==> config.mk <==
export PLATFORM = sky130hd
export DESIGN_NAME = collatz_step_count_max_search
export DESIGN_NICKNAME = d
export VERILOG_FILES = /design/src/sv/csc_pkg.sv /design/src/sv/collatz_step_count_max_search.sv /design/src/sv/csc_dp.sv /design/src/sv/csc_ctrl.sv
export SDC_FILE = /design/constraint.sdc
export NUM_CORES = 1
export LEC_CHECK = 0
export BUFFER_PORTS_ARGS = -buffer_cell sky130_fd_sc_hd__buf_2
export CAP_MARGIN = 20
export CORE_ASPECT_RATIO = 0.9
export CORE_MARGIN = 2
export CORE_UTILIZATION = 34
export CTS_CLUSTER_SIZE = 40
export DETAILED_ROUTE_END_ITERATION = 6
export PLACE_DENSITY_LB_ADDON = 0.3
export SLEW_MARGIN = 20
export SYNTH_ARGS = -nofsm -noshare
export SYNTH_HDL_FRONTEND = slang
export SYNTH_HIERARCHICAL = 1
export SYNTH_SLANG_ARGS = --single-unit
==> constraint.sdc <==
create_clock -name clk -period 15.8 [get_ports clk]
set_input_delay 3.16 -clock clk [delete_from_list [all_inputs] [get_ports clk]]
set_output_delay 3.16 -clock clk [all_outputs]
set_load 0.01 [all_outputs]
==> src/sv/csc_pkg.sv <==
// Shared types for the Collatz step count search block.
// Holds the transaction payload structs and the controller/datapath interface structs.
// No dependencies.
`default_nettype none

package csc_pkg;

  // Fixed field widths of the transaction payloads.
  localparam int START_FIELD_W = 32;
  localparam int COUNT_FIELD_W = 16;

  // Input transaction: one start value and a restart flag.
  typedef struct packed {
    logic [START_FIELD_W-1:0] start_value;
    logic                     restart;
  } csc_in_t;

  // Result transaction: this item's count and the running best.
  typedef struct packed {
    logic [COUNT_FIELD_W-1:0] step_count;
    logic                     overflowed;
    logic [COUNT_FIELD_W-1:0] best_count;
    logic [START_FIELD_W-1:0] best_start;
  } csc_out_t;

  // Commands from the controller to the datapath.
  typedef struct packed {
    logic load;
    logic step;
    logic finish;
  } csc_cmd_t;

  // Status from the datapath to the controller.
  typedef struct packed {
    logic term;
  } csc_stat_t;

endpackage

`default_nettype wire

==> src/sv/collatz_step_count_max_search.sv <==
// Top level of the Collatz step count search with running best.
// Instantiates csc_ctrl and csc_dp; depends on csc_pkg.
//
//   Channel   Ports                          Payload type
//   input     in_valid / in_ready / in_data  csc_pkg::csc_in_t
//   result    out_valid/out_ready/out_data   csc_pkg::csc_out_t
//
// An item is loaded, then advanced by one Collatz step per cycle, and a
// final step writes the result; all steps use the single step unit in the
// datapath. Starts 0 and 2 go straight from the load to the final step.
// Reset is synchronous on rst_n low and clears the best count and start.
// A result waiting on out_ready holds the run in its final step; a new item
// is taken as soon as the previous one has written its result.
`default_nettype none

module collatz_step_count_max_search #(
  parameter int START_WIDTH = 32,
  parameter int VALUE_WIDTH = 64,
  parameter int COUNT_WIDTH = 16
) (
  input  wire logic              clk,
  input  wire logic              rst_n,
  input  wire logic              in_valid,
  output logic                   in_ready,
  input  wire csc_pkg::csc_in_t  in_data,
  output logic                   out_valid,
  input  wire logic              out_ready,
  output csc_pkg::csc_out_t      out_data
);
  import csc_pkg::*;

  csc_cmd_t  cmd;
  csc_stat_t stat;

  csc_ctrl u_ctrl (
    .clk       (clk),
    .rst_n     (rst_n),
    .in_valid  (in_valid),
    .in_ready  (in_ready),
    .out_valid (out_valid),
    .out_ready (out_ready),
    .stat      (stat),
    .cmd       (cmd)
  );

  csc_dp #(
    .START_WIDTH (START_WIDTH),
    .VALUE_WIDTH (VALUE_WIDTH),
    .COUNT_WIDTH (COUNT_WIDTH)
  ) u_dp (
    .clk      (clk),
    .rst_n    (rst_n),
    .in_data  (in_data),
    .cmd      (cmd),
    .stat     (stat),
    .out_data (out_data)
  );

endmodule

`default_nettype wire

==> src/sv/csc_dp.sv <==
// Datapath of the Collatz step count search: trajectory value, step counter,
// best count tracking and the result register. Depends on csc_pkg.
`default_nettype none

module csc_dp #(
  parameter int START_WIDTH = 32,
  parameter int VALUE_WIDTH = 64,
  parameter int COUNT_WIDTH = 16
) (
  input  wire logic               clk,
  input  wire logic               rst_n,
  input  wire csc_pkg::csc_in_t   in_data,
  input  wire csc_pkg::csc_cmd_t  cmd,
  output csc_pkg::csc_stat_t      stat,
  output csc_pkg::csc_out_t       out_data
);
  import csc_pkg::*;

  localparam int VW = VALUE_WIDTH;
  localparam int CW = COUNT_WIDTH;

  // Largest value allowed in the signed value range, and the largest
  // value whose 3n+1 still fits in it.
  localparam logic [VW-1:0] VALUE_MAX = {1'b0, {(VW-1){1'b1}}};
  localparam logic [VW-1:0] CUT_LIMIT = VW'((VALUE_MAX - 1) / 3);
  localparam logic [START_FIELD_W-1:0] START_MASK =
    (START_WIDTH >= START_FIELD_W) ? {START_FIELD_W{1'b1}}
                                   : START_FIELD_W'((64'd1 << START_WIDTH) - 64'd1);
  localparam logic [CW-1:0] COUNT_MAX = {CW{1'b1}};

  logic [VW-1:0]            value_r;
  logic [CW-1:0]            count_r;
  logic                     ovf_r;
  logic [START_FIELD_W-1:0] start_r;
  logic [CW-1:0]            best_count_r;
  logic [START_FIELD_W-1:0] best_start_r;
  csc_out_t                 out_r;

  logic [START_FIELD_W-1:0] start_m;
  logic                     too_wide;
  logic [VW-1:0]            half;
  logic [VW-1:0]            triple;
  logic                     is_odd;
  logic                     cut;
  logic [CW-1:0]            count_inc;
  logic [CW-1:0]            final_count;
  logic                     final_ovf;
  logic                     best_wins;
  logic [CW-1:0]            best_base;
  logic [31:0]              final_count32;
  logic [31:0]              best_count32;

  // Start value cut to its configured width and the range check on it.
  assign start_m  = in_data.start_value & START_MASK;
  assign too_wide = 64'(start_m) > 64'(VALUE_MAX);

  // One Collatz step on the current value.
  assign is_odd = value_r[0];
  assign half   = value_r >> 1;
  assign triple = (value_r << 1) + value_r + VW'(1);
  assign cut    = is_odd && (value_r > CUT_LIMIT);

  // The run ends on a zero value, on a halving that yields one, or on a cut.
  assign stat.term = (value_r == '0) || (!is_odd && (half == VW'(1))) || cut;

  // Saturating step counter increment.
  assign count_inc = (count_r == COUNT_MAX) ? count_r : count_r + CW'(1);

  // Final figures of the item; a cut step is still counted.
  assign final_count = cut ? count_inc : count_r;
  assign final_ovf   = ovf_r | cut;
  assign best_wins   = final_count > best_base;
  assign best_base   = best_count_r;

  assign final_count32 = 32'(final_count);
  assign best_count32  = best_wins ? 32'(final_count) : 32'(best_count_r);

  // Trajectory registers.
  always_ff @(posedge clk) begin
    if (!rst_n) begin
      start_r <= '0;
      count_r <= '0;
      ovf_r   <= 1'b0;
      value_r <= '0;
    end else if (cmd.load) begin
      start_r <= start_m;
      count_r <= '0;
      ovf_r   <= too_wide;
      value_r <= too_wide ? '0 : VW'(start_m);
    end else if (cmd.step) begin
      value_r <= is_odd ? triple : half;
      count_r <= count_inc;
    end
  end

  // Best count and its start; restart clears them as the item is taken.
  always_ff @(posedge clk) begin
    if (!rst_n) begin
      best_count_r <= '0;
      best_start_r <= '0;
    end else if (cmd.load && in_data.restart) begin
      best_count_r <= '0;
      best_start_r <= '0;
    end else if (cmd.finish && best_wins) begin
      best_count_r <= final_count;
      best_start_r <= start_r;
    end
  end

  // Result register.
  always_ff @(posedge clk) begin
    if (cmd.finish) begin
      out_r.step_count <= final_count32[COUNT_FIELD_W-1:0];
      out_r.overflowed <= final_ovf;
      out_r.best_count <= best_count32[COUNT_FIELD_W-1:0];
      out_r.best_start <= best_wins ? start_r : best_start_r;
    end
  end

  assign out_data = out_r;

endmodule

`default_nettype wire

==> src/sv/csc_ctrl.sv <==
// Controller of the Collatz step count search: sequences load, step and finish
// and owns the handshake flags. Depends on csc_pkg.
`default_nettype none

module csc_ctrl (
  input  wire logic               clk,
  input  wire logic               rst_n,
  input  wire logic               in_valid,
  output logic                    in_ready,
  output logic                    out_valid,
  input  wire logic               out_ready,
  input  wire csc_pkg::csc_stat_t stat,
  output csc_pkg::csc_cmd_t       cmd
);
  import csc_pkg::*;

  typedef enum logic {
    S_IDLE,
    S_RUN
  } state_t;

  state_t state_r, state_nxt;
  logic   out_valid_r, out_valid_nxt;
  logic   slot_free;

  // The result register can take a new result when empty or being drained.
  assign slot_free = !out_valid_r || out_ready;

  // Commands to the datapath.
  always_comb begin
    cmd.load   = (state_r == S_IDLE) && in_valid;
    cmd.step   = (state_r == S_RUN) && !stat.term;
    cmd.finish = (state_r == S_RUN) && stat.term && slot_free;
  end

  // Next state and result flag.
  always_comb begin
    state_nxt     = state_r;
    out_valid_nxt = out_valid_r;
    if (out_valid_r && out_ready) begin
      out_valid_nxt = 1'b0;
    end
    case (state_r)
      S_IDLE: begin
        if (in_valid) begin
          state_nxt = S_RUN;
        end
      end
      S_RUN: begin
        if (cmd.finish) begin
          state_nxt     = S_IDLE;
          out_valid_nxt = 1'b1;
        end
      end
      default: begin
        state_nxt = S_IDLE;
      end
    endcase
  end

  always_ff @(posedge clk) begin
    if (!rst_n) begin
      state_r     <= S_IDLE;
      out_valid_r <= 1'b0;
    end else begin
      state_r     <= state_nxt;
      out_valid_r <= out_valid_nxt;
    end
  end

  assign in_ready  = (state_r == S_IDLE);
  assign out_valid = out_valid_r;

  // A result is only written into a free result register.
  a_finish_free: assert property (@(posedge clk) disable iff (!rst_n)
    cmd.finish |-> (!out_valid_r || out_ready))
    else $error("result written over a pending transaction");

  // A finished item is presented in the next cycle.
  a_finish_shows: assert property (@(posedge clk) disable iff (!rst_n)
    cmd.finish |=> out_valid)
    else $error("finished item not presented");

  // After taking an item the block is busy.
  a_busy_after_load: assert property (@(posedge clk) disable iff (!rst_n)
    (in_valid && in_ready) |=> !in_ready)
    else $error("input taken while an item is in work");

  // No step is taken on a terminal value.
  a_no_step_at_end: assert property (@(posedge clk) disable iff (!rst_n)
    cmd.step |-> !stat.term)
    else $error("step issued at end of trajectory");

endmodule

`default_nettype wire
Word-level counts from Yosys, hierarchy flattened
Index checks and enable logic that the tools add are counted.
- add/sub/neg operators: 3
- $mul: 0
- div/mod/pow operators: 0
- $lt $le $gt $ge: 2
- equal/unequal tests: 2
- shift operators: 0
- mux-type cells: 13
- bitwise logic cells: 2
- reductions and logical operators: 19
- operators with widths (kind ; number):
    32-bit 2-to-1 mux ; 3
    64-bit by 1-bit adder with 64-bit output (second input constant) ; 1
    64-bit adder ; 1
    64-bit by 62-bit greater-than comparator with 1-bit output (second input constant) ; 1
    64-bit logical NOT ; 1
    64-bit 2-to-1 mux ; 1
    63-bit by 1-bit == test with 1-bit output (second input constant) ; 1
    16-bit 2-to-1 mux ; 3
    16-bit by 1-bit adder with 16-bit output (second input constant) ; 1
    16-bit == test (second input constant) ; 1
    16-bit greater-than comparator ; 1
    1-bit logical AND ; 9
    1-bit 2-to-1 mux ; 5
    2-bit OR reduction ; 2
    1-bit logical NOT ; 3
    1-bit logical OR ; 3
    1-bit NOT ; 2
    1-bit one-hot mux with 2 select lines ; 1
    2-bit nonzero test ; 1
- register bits: 227
- latch bits: 0
- RAM bits: 0
- bits in read-only memories: 0
- input port bits: 37
- output and inout bits: 67
- word-level logic and storage cells: 53
- memories: 0

Longest topological paths before layout
Gate-level depths: netlist of run 1.
- depth in word-level cells: 8
- gate-level depth with buffers: 27
- gate-level depth less buffers: 24

Cells and area by module
Netlist of run 1, hierarchy kept.
- by module, submodules not included (module ; instances ; cells an instance ; area each (um^2)):
    csc_dp ; 1 ; 1772 ; 15399.8
    csc_ctrl ; 1 ; 11 ; 100.1

Worst setup path after synthesis of run 1
OpenSTA, ideal clock, no wires.
- path type: input to register
- start: in out_ready
- end: reg u_dp.best_count_r[10], in the netlist u_dp/best_base[10]
- data arrival time: 7359 ps
- required time: 15714 ps
- setup slack: 8355 ps
- cell stages on the path: 7
- path buffers: 2
- cells stage by stage: nand2b_4 -> nor2b_1 -> inv_1 -> or2_1 -> clkbuf_1 -> clkbuf_1 -> a211oi_1
- RTL lines (what ; RTL line ; source):
    start, declared ; collatz_step_count_max_search.sv:27 ; input wire logic out_ready,
    end signal, assigned ; csc_dp.sv:105 ; best_count_r <= final_count;
    end, declared ; csc_dp.sv:35 ; logic [CW-1:0] best_count_r;

Worst setup path after layout of run 1
- start: reg u_dp.value_r[2]
- end: reg u_dp.best_count_r[7], in the netlist u_dp/best_base[7]
- elaborated cells between the ends (all ways): 12
- those cells by class: order compare: 2; eq/ne: 1; mux: 1; reduce/logical: 8
- RTL lines (what ; RTL line ; source):
    start, declared ; csc_dp.sv:31 ; logic [VW-1:0] value_r;
    start signal, assigned ; csc_dp.sv:89 ; value_r <= too_wide ? '0 : VW'(start_m);
    start signal, assigned ; csc_dp.sv:91 ; value_r <= is_odd ? triple : half;
    64-bit by 62-bit greater-than comparator with 1-bit output ; csc_dp.sv:61 ; assign cut = is_odd && (value_r > CUT_LIMIT);
    1-bit logical AND ; csc_dp.sv:61 ;
    16-bit 2-to-1 mux ; csc_dp.sv:70 ; assign final_count = cut ? count_inc : count_r;
    named net u_dp.final_count[1] ; csc_dp.sv:46 ; logic [CW-1:0] final_count;
    16-bit greater-than comparator ; csc_dp.sv:72 ; assign best_wins = final_count > best_base;
    1-bit logical AND ; csc_dp.sv:104 ; end else if (cmd.finish && best_wins) begin
The timed path passes the listed nets, and every way through them passes these cells.
A chain may end at the register's enable or synchronous reset.

==> results.cfg, run 1 <==
[route]
ant_nets = 0
wl_um = 44300
wl_per_cell_um = 18.0
via_per_inst = 5.27
drt_iter0_markers = 1068
drc = 0
firstDrtPassIters = 5
via_count = 13000

[clock_network]
clk_pin_slew_worst_paths_ns = 0.06
cts_root_buf = clkbuf_16
cts_buffer_depth = 3
cts_resized = 0
clkLatencyLatePin_ns = 0.57
cts_buffers = 26
postCtsSetupBuffers = 0
cts.sinks = 227
cts_tree = built
cts_max_level = 1
hold_buffers = 0

[synth]
yosysWarnings = 6
synth_top_area_share_pct = 20.9
synth_area_leaders = dfxtp_1, ha_1, edfxtp_1
synthFlopType = dfxtp_1
ys_seq_area_share_pct = 33.5
synth_seq_cells = 227
synth_area_per_cell_um2 = 8.69
async_flop_share_pct = 0
synth.largest_area_cell = dfxtp_1
synth_fp_nets = 1995
synthDistinctLibCells = 84
syn_inst = 1783
syn_area_mm2 = 0.0155
synth_edf_count = 65

[power_and_ir_drop]
p_leak_nw = 6.93
combPwrFrac_pct = 17.4
power_frac_clock_pct = 40.8
switching_share_pct = 29.9
seqPwrFrac_pct = 41.8
ir_worst_vdd_v = 0.0000554
p_sw_w = 0.000456
internal_power_w = 0.00107
power-per-cell-area_mw_per_mm2 = 87.6

[placement]
place.gp.congestion = 0.887
port_buffers = 103
dp_hpwl_um = 32800
dpl-instance-area_mm2 = 0.0165

[setup_path]
critPathBufInv = 4
cp_slowest_cell = buf_4
r2r-start = u_dp/value_r[2]
r2r_slack_ns = 9.73
crit_required_ns = 16.23
critical-path-top-delay-family = compound AO/OA/AOI/OAI gates
critPathLaunch = u_dp/value_r[2]
crit_fanout = 64
critPathLaunchType = register
critPathCaptureType = register
crit_type = reg -> reg
max_stage_delay_ns = 0.62
cp.arrival_ns = 6.50

[timing]
timing_hold_violations_final = 0
slew_violations = 0
setup_viol = 0
slew_headroom_pct = 28.3
period_share_pct = 38.4
min_period_ns = 6.07
finalSetupTns_ns = 0
clock.fmax_mhz = 165
rsz0062_at_grt = no
fin_skew_ns = 0.0306
tightest_slew_ns = 1.07

[outcome]
outcome = complete, no violations

[grt]
met1_usage_pct = 26.5
track_usage_pct = 18.3
grtUsageMet2_pct = 28.4
grt.overflow.total = 0
grt_util_met3_pct = 2.65
antenna_found_initial = 2
busiest_layer = met2
grt_first_pass_wirelength_um = 69800
grt_pass1_vias = 12400
grt_max_degree = 81

[floorplanning]
dieWidth_um = 229
core_area_mm2 = 0.0452
start_util_pct = 34.3
std_cell_rows = 74
dieArea_mm2 = 0.0473
die_h_um = 207
io_pins = 104

[layout]
seq_area_mm2 = 0.00520
final_common_cell = a21oi_1
drive_gt1_share_pct = 13.2
final_cell_mix = a21oi_1, nand2_1, ha_1, dfxtp_1, inv_1
areaGrowthSynthToFinish_pct = 12.3
final_area_mm2 = 0.0174
fillers = 4629
final_nets = 2042
multi_input_area_mm2 = 0.00952
diodes = 0

[worst_hold_path]
hp-start = u_dp/best_start_r[13]
hold_class = reg -> reg

[flow_run]
cap_violations = 0
-- power groups by stage --
stage	Sequential (W)	Combinational [W]	Clock, W
global placement	0.000648	0.000261	0
floorplan	0.000642	0.000188	0
detailed placement	0.000649	0.000262	0
CTS	0.000636	0.000263	0.000637
global route	0.000639	0.000291	0.000658
finish	0.000637	0.000266	0.000622
-- state kept, by name, indices dropped and copies added, names as in the netlist, named ones only --
signal and cells:
u_dp/count_r 16, u_dp/start_r 32, u_ctrl/state_r 1, u_dp/out_data 65, u_dp/best_base 16, u_ctrl/out_valid 1, u_dp/best_start_r 32, u_dp/value_r 63
-- tightest hold or removal path: stages (launching register included) --
cell	delay, ns
dfxtp_1	0.30
nand2_1	0.05
a21oi_1	0.05
-- stage by stage --
step	setup WS, ns	power (W)	cells	hold WS (ns)	utilization [%]
finish	9.73	0.00152	2458	0.450	38.5
global route	9.27	0.00159	2458	0.468	38.5
CTS	9.85	0.00154	2458	0.452	38.5
detailed placement	9.90	0.000911	2410	0.443	36.6
global placement	9.90	0.000909	2410	0.438	36.6
floorplan	8.36	0.000830	1783	0.433	-
-- area by class of cell --
class	instances	share of cell area [%]
Clock buffer	34	4.32
Tap cell	608	4.37
Inverter	113	2.44
Multi-Input combinational cell	1346	54.7
Timing Repair Buffer	116	3.52
Clock inverter	14	0.784
Sequential cell	227	29.9
-- path summary, 6_finish.rpt --
check	cells past startpoint	end
max	25	u_dp/best_base[7]
min	2	u_dp/best_start_r[13]
max reg2reg	25	u_dp/best_base[7]
min reg2reg	2	u_dp/best_start_r[13]
-- metal layers --
| metal | part of all wire, % | routed length, um |
|---|---|---|
| met5 | 0.018 | 8 |
| met2 | 43 | 19000 |
| met1 | 48 | 21500 |
| met4 | 3.0 | 1350 |
| met3 | 5.6 | 2490 |
-- Yosys cell counts (all sizes together), types with 29 or more instances --
cell type / count
a211oi: 39
a21o: 47
a21oi: 202
clkbuf: 75
dfxtp: 162
edfxtp: 65
ha: 174
inv: 113
mux2: 35
mux2i: 50
nand2: 176
nand3: 29
nand4: 51
nor2: 112
nor2b: 49
o21ai: 89
xnor2: 40
xor2: 36
-- cells by family after synthesis --
logic type                 after synthesis  share of synthesized area (%)
AOI/OAI and AO/OA                      504                           20.7
buffers and inverters                  210                           5.29
and+or+nand+nor                        506                           16.1
adders and majority gates              175                           14.2
xor gates and xnor gates                76                           4.44
DFF                                    227                           33.5
muxes                                   85                           5.77
Power figures use the tool's default switching activity.
==> inputs of run 2 (changes only) <==
==> constraint.sdc (replaced) <==
create_clock -name clk -period 6.2 [get_ports clk]
set_input_delay 1.24 -clock clk [delete_from_list [all_inputs] [get_ports clk]]
set_output_delay 1.24 -clock clk [all_outputs]
set_load 0.01 [all_outputs]
==> run 2 against run 1 <==
Net effect:
- worst hold slack improved by 0.00069 ns
- sequential power rose to 2.5 times the previous value
- setup slack got worse by 9.1 ns
- combinational power rose to 2.5 times the previous value
- global-route usage rose by 0.26 points
- clock skew rose by 0.0026 ns
- final area barely moved
- via count rose by 0.73%
- critical path depth did not move
- die area did not move
- non-clock buffer count rose by 4
- register-to-register slack got worse by 9.1 ns
- critical endpoint is now u_dp/best_base[10]
==> results.cfg, run 2 (synthesis gave the netlist of run 1 again) <==
[layout]
fillers = 4616
final_nets = 2046
drive_gt1_share_pct = 13.1
areaGrowthSynthToFinish_pct = 12.4
largest_register_ffs = 65
finalNonFillerCells = 2464
final_cell_mix = a21oi_1, nand2_1, ha_1, dfxtp_1, inv_1
final_common_cell = a21oi_1
final_area_mm2 = 0.0174

[route]
via_per_inst = 5.30
firstDrtPassIters = 5
wl_um = 45000
drt_iter0_markers = 1044
via_count = 13100
ant_nets = 0
wl_per_cell_um = 18.3
drc = 0

[grt]
grt_first_pass_wirelength_um = 70400
grt_max_degree = 71
antenna_found_initial = 2
grt_pass1_vias = 12400
grt.overflow.total = 0
track_usage_pct = 18.6

[timing]
finalSetupTns_ns = 0
clock.fmax_mhz = 178
slew_headroom_pct = 31.6
period_share_pct = 90.5
fin_skew_ns = 0.0331
rsz0062_at_grt = no
slew_violations = 0
tightest_slew_ns = 1.02
timing_hold_violations_final = 0
setup_viol = 0
min_period_ns = 5.61

[clock_network]
cts_buffer_depth = 3
cts_tree = built
cts.sinks = 227
cts_root_buf = clkbuf_16
postCtsSetupBuffers = 0
clk_pin_slew_worst_paths_ns = 0.06
cts_max_level = 1
clkLatencyLatePin_ns = 0.57
hold_buffers = 0
cts_resized = 0
cts_buffers = 26

[flow_run]
cap_violations = 0

[setup_path]
r2r-start = u_dp/value_r[62]
critPathLaunchType = register
critPathCaptureType = register
crit_required_ns = 6.65
crit_type = reg -> reg
r2r_slack_ns = 0.59
cp.arrival_ns = 6.06
rr_worst_depth = 25
crit_fanout = 55
r2r-end = u_dp/best_base[10]
critPathLaunch = u_dp/value_r[62]
cp-endpoint = u_dp/best_base[10]

[power_and_ir_drop]
p_leak_nw = 6.96
ir_worst_vdd_v = 0.000197
power-per-cell-area_mw_per_mm2 = 219

[outcome]
outcome = complete, no violations

[floorplanning]
start_util_pct = 34.3
io_pins = 104
die_h_um = 207
std_cell_rows = 74
dieArea_mm2 = 0.0473
core_area_mm2 = 0.0452
dieWidth_um = 229

[placement]
place.gp.congestion = 0.943
port_buffers = 103
placed_cells_incl_taps = 2414
dpl-instance-area_mm2 = 0.0166
dp_hpwl_um = 33400

[worst_hold_path]
hold_class = reg -> reg
==> run 2: cell type report <==
| cell class | count | area, um^2 | share of cell area (%) |
|---|---|---|---|
| inverters | 113 | 424 | 2.44 |
| multi-input cells | 1346 | 9530 | 54.7 |
| repair buffers | 120 | 668 | 3.84 |
| flip-flops and latches | 227 | 5200 | 29.8 |
| diodes | 2 | 5.00 | 0.0287 |
| clock inverters | 15 | 136 | 0.783 |
| well taps | 608 | 761 | 4.37 |
| clock buffers | 33 | 697 | 4.00 |
==> run 2: metal layers <==
metal	vias up	part of all wire (%)	routed length, um	GRT usage, %
li1	6428	-	-	-
met1	6218	49	21900	26.4
met2	350	43	19600	29.3
met3	62	5.3	2380	2.94
met4	0	2.6	1160	5.06
met5	-	0	0	0
==> run 2: per-stage QoR <==
step / worst slack, ns / utilization, % / hold WS, ns / power (W)
6_report: 0.587 / 38.5 / 0.450 / 0.00382
2_1_floorplan: 1.09 / - / 0.433 / 0.00212
4_1_cts: 0.209 / 38.5 / 0.452 / 0.00385
5_1_grt: 0.132 / 38.5 / 0.468 / 0.00400
3_5_place_dp: 0.267 / 36.7 / 0.443 / 0.00232
3_3_place_gp: 0.385 / 36.7 / 0.439 / 0.00232
==> run 2: worst min-delay path by stage <==
stage,end,start,depth (start not counted)
6_report,u_dp/best_start_r[20],u_dp/best_start_r[20],2
5_1_grt,u_dp/best_start_r[15],u_dp/best_start_r[15],2
4_1_cts,u_dp/best_start_r[26],u_dp/best_start_r[26],2
3_5_place_dp,u_dp/best_start_r[26],u_dp/best_start_r[26],2
3_3_place_gp,u_dp/best_start_r[26],u_dp/best_start_r[26],2
2_1_floorplan,u_dp/best_start_r[0],u_dp/best_start_r[0],2
==> run 2: where the power goes <==
group	internal, W	leakage (nW)	switching [W]	total, W
registers	0.00157	1.89	0.0000561	0.00162
logic	0.000249	4.67	0.000426	0.000675
clock network	0.000878	0.408	0.000641	0.00152
total	0.00269	6.96	0.00112	0.00382
==> run 2: worst max-delay path, cell delays in order, from the launching register on <==
cell	delay [ns]
dfxtp_1	0.32
inv_1	0.14
ha_1	0.27
nand4_1	0.16
nor3_2	0.26
nand2_1	0.17
o41ai_2	0.63
buf_4	0.24
or2_2	0.26
nor2_1	0.15
mux2i_1	0.32
inv_1	0.11
ha_1	0.31
nor2b_1	0.14
o21a_1	0.16
o21a_1	0.16
o21ai_0	0.14
nand2b_1	0.07
a21oi_1	0.14
o21ai_0	0.11
a22oi_2	0.21
buf_12	0.28
or2_2	0.18
buf_12	0.24
nor2_1	0.06
a211oi_1	0.22
==> inputs of run 3 (changes only) <==
--- a/config.mk
+++ b/config.mk
@@ -9,7 +9,7 @@
 export CAP_MARGIN = 20
 export CORE_ASPECT_RATIO = 0.9
 export CORE_MARGIN = 2
-export CORE_UTILIZATION = 34
+export CORE_UTILIZATION = 45
 export CTS_CLUSTER_SIZE = 40
 export DETAILED_ROUTE_END_ITERATION = 6
 export PLACE_DENSITY_LB_ADDON = 0.3
==> constraint.sdc (replaced) <==
create_clock -name clk -period 6.2 [get_ports clk]
set_input_delay 0 -clock clk [delete_from_list [all_inputs] [get_ports clk]]
set_output_delay 0 -clock clk [all_outputs]
set_load 0.01 [all_outputs]
==> run 3 against run 2 <==
Net effect:
- via count increased by 2.3%
- total power decreased by 0.83%
- register-to-register slack improved by 0.07 ns
- sequential power about the same
- core utilization increased by 13 points
- final area increased by 0.81%
- first-iteration DRC count decreased by 7.1%
- clock power decreased by 3%
- non-clock buffer count increased by 38
- largest power group unchanged
- critical path depth unchanged
- worst hold slack got worse by 0.40 ns
- critical path type unchanged
==> results.cfg, run 3 (synthesis gave the netlist of run 1 again) <==
[setup_path]
critPathLaunchType = register
cp.arrival_ns = 6.01
crit_path_frequent_cell = a21oi_1
cp_slowest_cell = or3_1
crit_required_ns = 6.67
critPathCaptureType = register
crit_type = reg -> reg
max_stage_delay_ns = 0.39
crit_fanout = 64

[layout]
areaGrowthSynthToFinish_pct = 13.3
final_core_util_pct = 51.7
diodes = 0
final_cell_mix = a21oi_1, nand2_1, ha_1, dfxtp_1, inv_1
drive_gt1_share_pct = 12.9
finalNonFillerCells = 2352
largest_register_ffs = 65
final_nets = 2083
final_common_cell = a21oi_1

[timing]
timing_hold_violations_final = 0
finalSetupTns_ns = 0
min_period_ns = 5.55
holdWs_ns = 0.0520
clock.fmax_mhz = 180
period_share_pct = 89.5
fin_skew_ns = 0.0290
slew_headroom_pct = 29.8
setup_viol = 0
slew_violations = 0
rsz0062_at_grt = no
tightest_slew_ns = 1.05

[floorplanning]
start_util_pct = 45.7
io_pins = 104
std_cell_rows = 64
dieWidth_um = 200
core_area_mm2 = 0.0340
die_h_um = 180
dieArea_mm2 = 0.0359

[clock_network]
hold_buffers = 36
postCtsSetupBuffers = 0
cts_resized = 0
clk_pin_slew_worst_paths_ns = 0.06
clkLatencyLatePin_ns = 0.57
cts_tree = built
cts_max_level = 1
cts_buffer_depth = 3
cts_root_buf = clkbuf_16
cts_buffers = 25
cts.sinks = 227

[grt]
antenna_found_initial = 3
grt_pass1_vias = 12600
grt.overflow.total = 0
grt_first_pass_wirelength_um = 69600
track_usage_pct = 24.3
grt_max_degree = 66

[power_and_ir_drop]
combPwrFrac_pct = 18.3
ir_worst_vdd_v = 0.000190
power_frac_clock_pct = 38.8
p_leak_nw = 7.10
power-per-cell-area_mw_per_mm2 = 216
p_sw_w = 0.00113
internal_power_w = 0.00266
switching_share_pct = 29.8
seqPwrFrac_pct = 42.9

[route]
drt_iter0_markers = 970
ant_nets = 0
via_count = 13400
via_per_inst = 5.68
drc = 0
firstDrtPassIters = 5
wl_per_cell_um = 18.9
wl_um = 44400

[placement]
port_buffers = 103
placed_cells_incl_taps = 2270
place.gp.congestion = 0.973
dp_hpwl_um = 32600

[worst_hold_path]
hold_class = in -> reg

[outcome]
outcome = complete, no violations

[flow_run]
cap_violations = 0
## run 3: worst paths after layout
kind | startpoint | to | slack [ns] | cells past startpoint
setup / recovery | u_dp/value_r[18] | u_dp/best_start_r[19] | 0.65 | 25
hold / removal | in_data[2] | u_dp/start_r[1] | 0.05 | 3
setup reg to reg | u_dp/value_r[18] | u_dp/best_start_r[19] | 0.65 | 25
hold reg to reg | u_dp/best_start_r[28] | u_dp/best_start_r[28] | 0.45 | 2
## run 3: area by class of cell
class                   instances  area [um^2]
clock buffers                  35          726
clock inverters                11         83.8
fillers                      3206        16400
inverters                     113          424
multi-input cells            1346         9520
flip-flops and latches        227         5200
well taps                     462          578
repair buffers                158         1030
## run 3: per-stage QoR
stage | power [W] | setup slack, ns | cell area (um^2)
6_report | 0.00378 | 0.652 | 17600
5_1_grt | 0.00395 | 0.171 | 17600
4_1_cts | 0.00381 | 0.708 | 17600
3_5_place_dp | 0.00231 | 0.738 | 16400
3_3_place_gp | 0.00231 | 0.904 | 16400
2_1_floorplan | 0.00212 | 1.09 | 15500
## run 3: critical path: cells and delay by family (launching register included)
kind | cells | cell delay [ns]
XOR/XNOR | 1 | 0.23
AO/OA/AOI/OAI | 9 | 1.72
buffers and inverters | 5 | 1.14
adder cells (fa/ha/maj) | 2 | 0.49
flip-flops | 1 | 0.35
AND/OR/NAND/NOR | 8 | 1.45
## run 3: per-layer routing
| layer | global-route usage (%) | routed length [um] |
|---|---|---|
| met1 | 34.8 | 20700 |
| met2 | 37.5 | 19300 |
| met3 | 4.77 | 3280 |
| met4 | 5.63 | 1060 |
| met5 | 0 | 21 |
## run 3: power groups by stage
stage	registers, W	logic [W]	clock network (W)
global route	0.00163	0.000757	0.00156
CTS	0.00162	0.000681	0.00151
finish	0.00162	0.000691	0.00147
global placement	0.00165	0.000653	0
floorplan	0.00164	0.000479	0
detailed placement	0.00165	0.000659	0
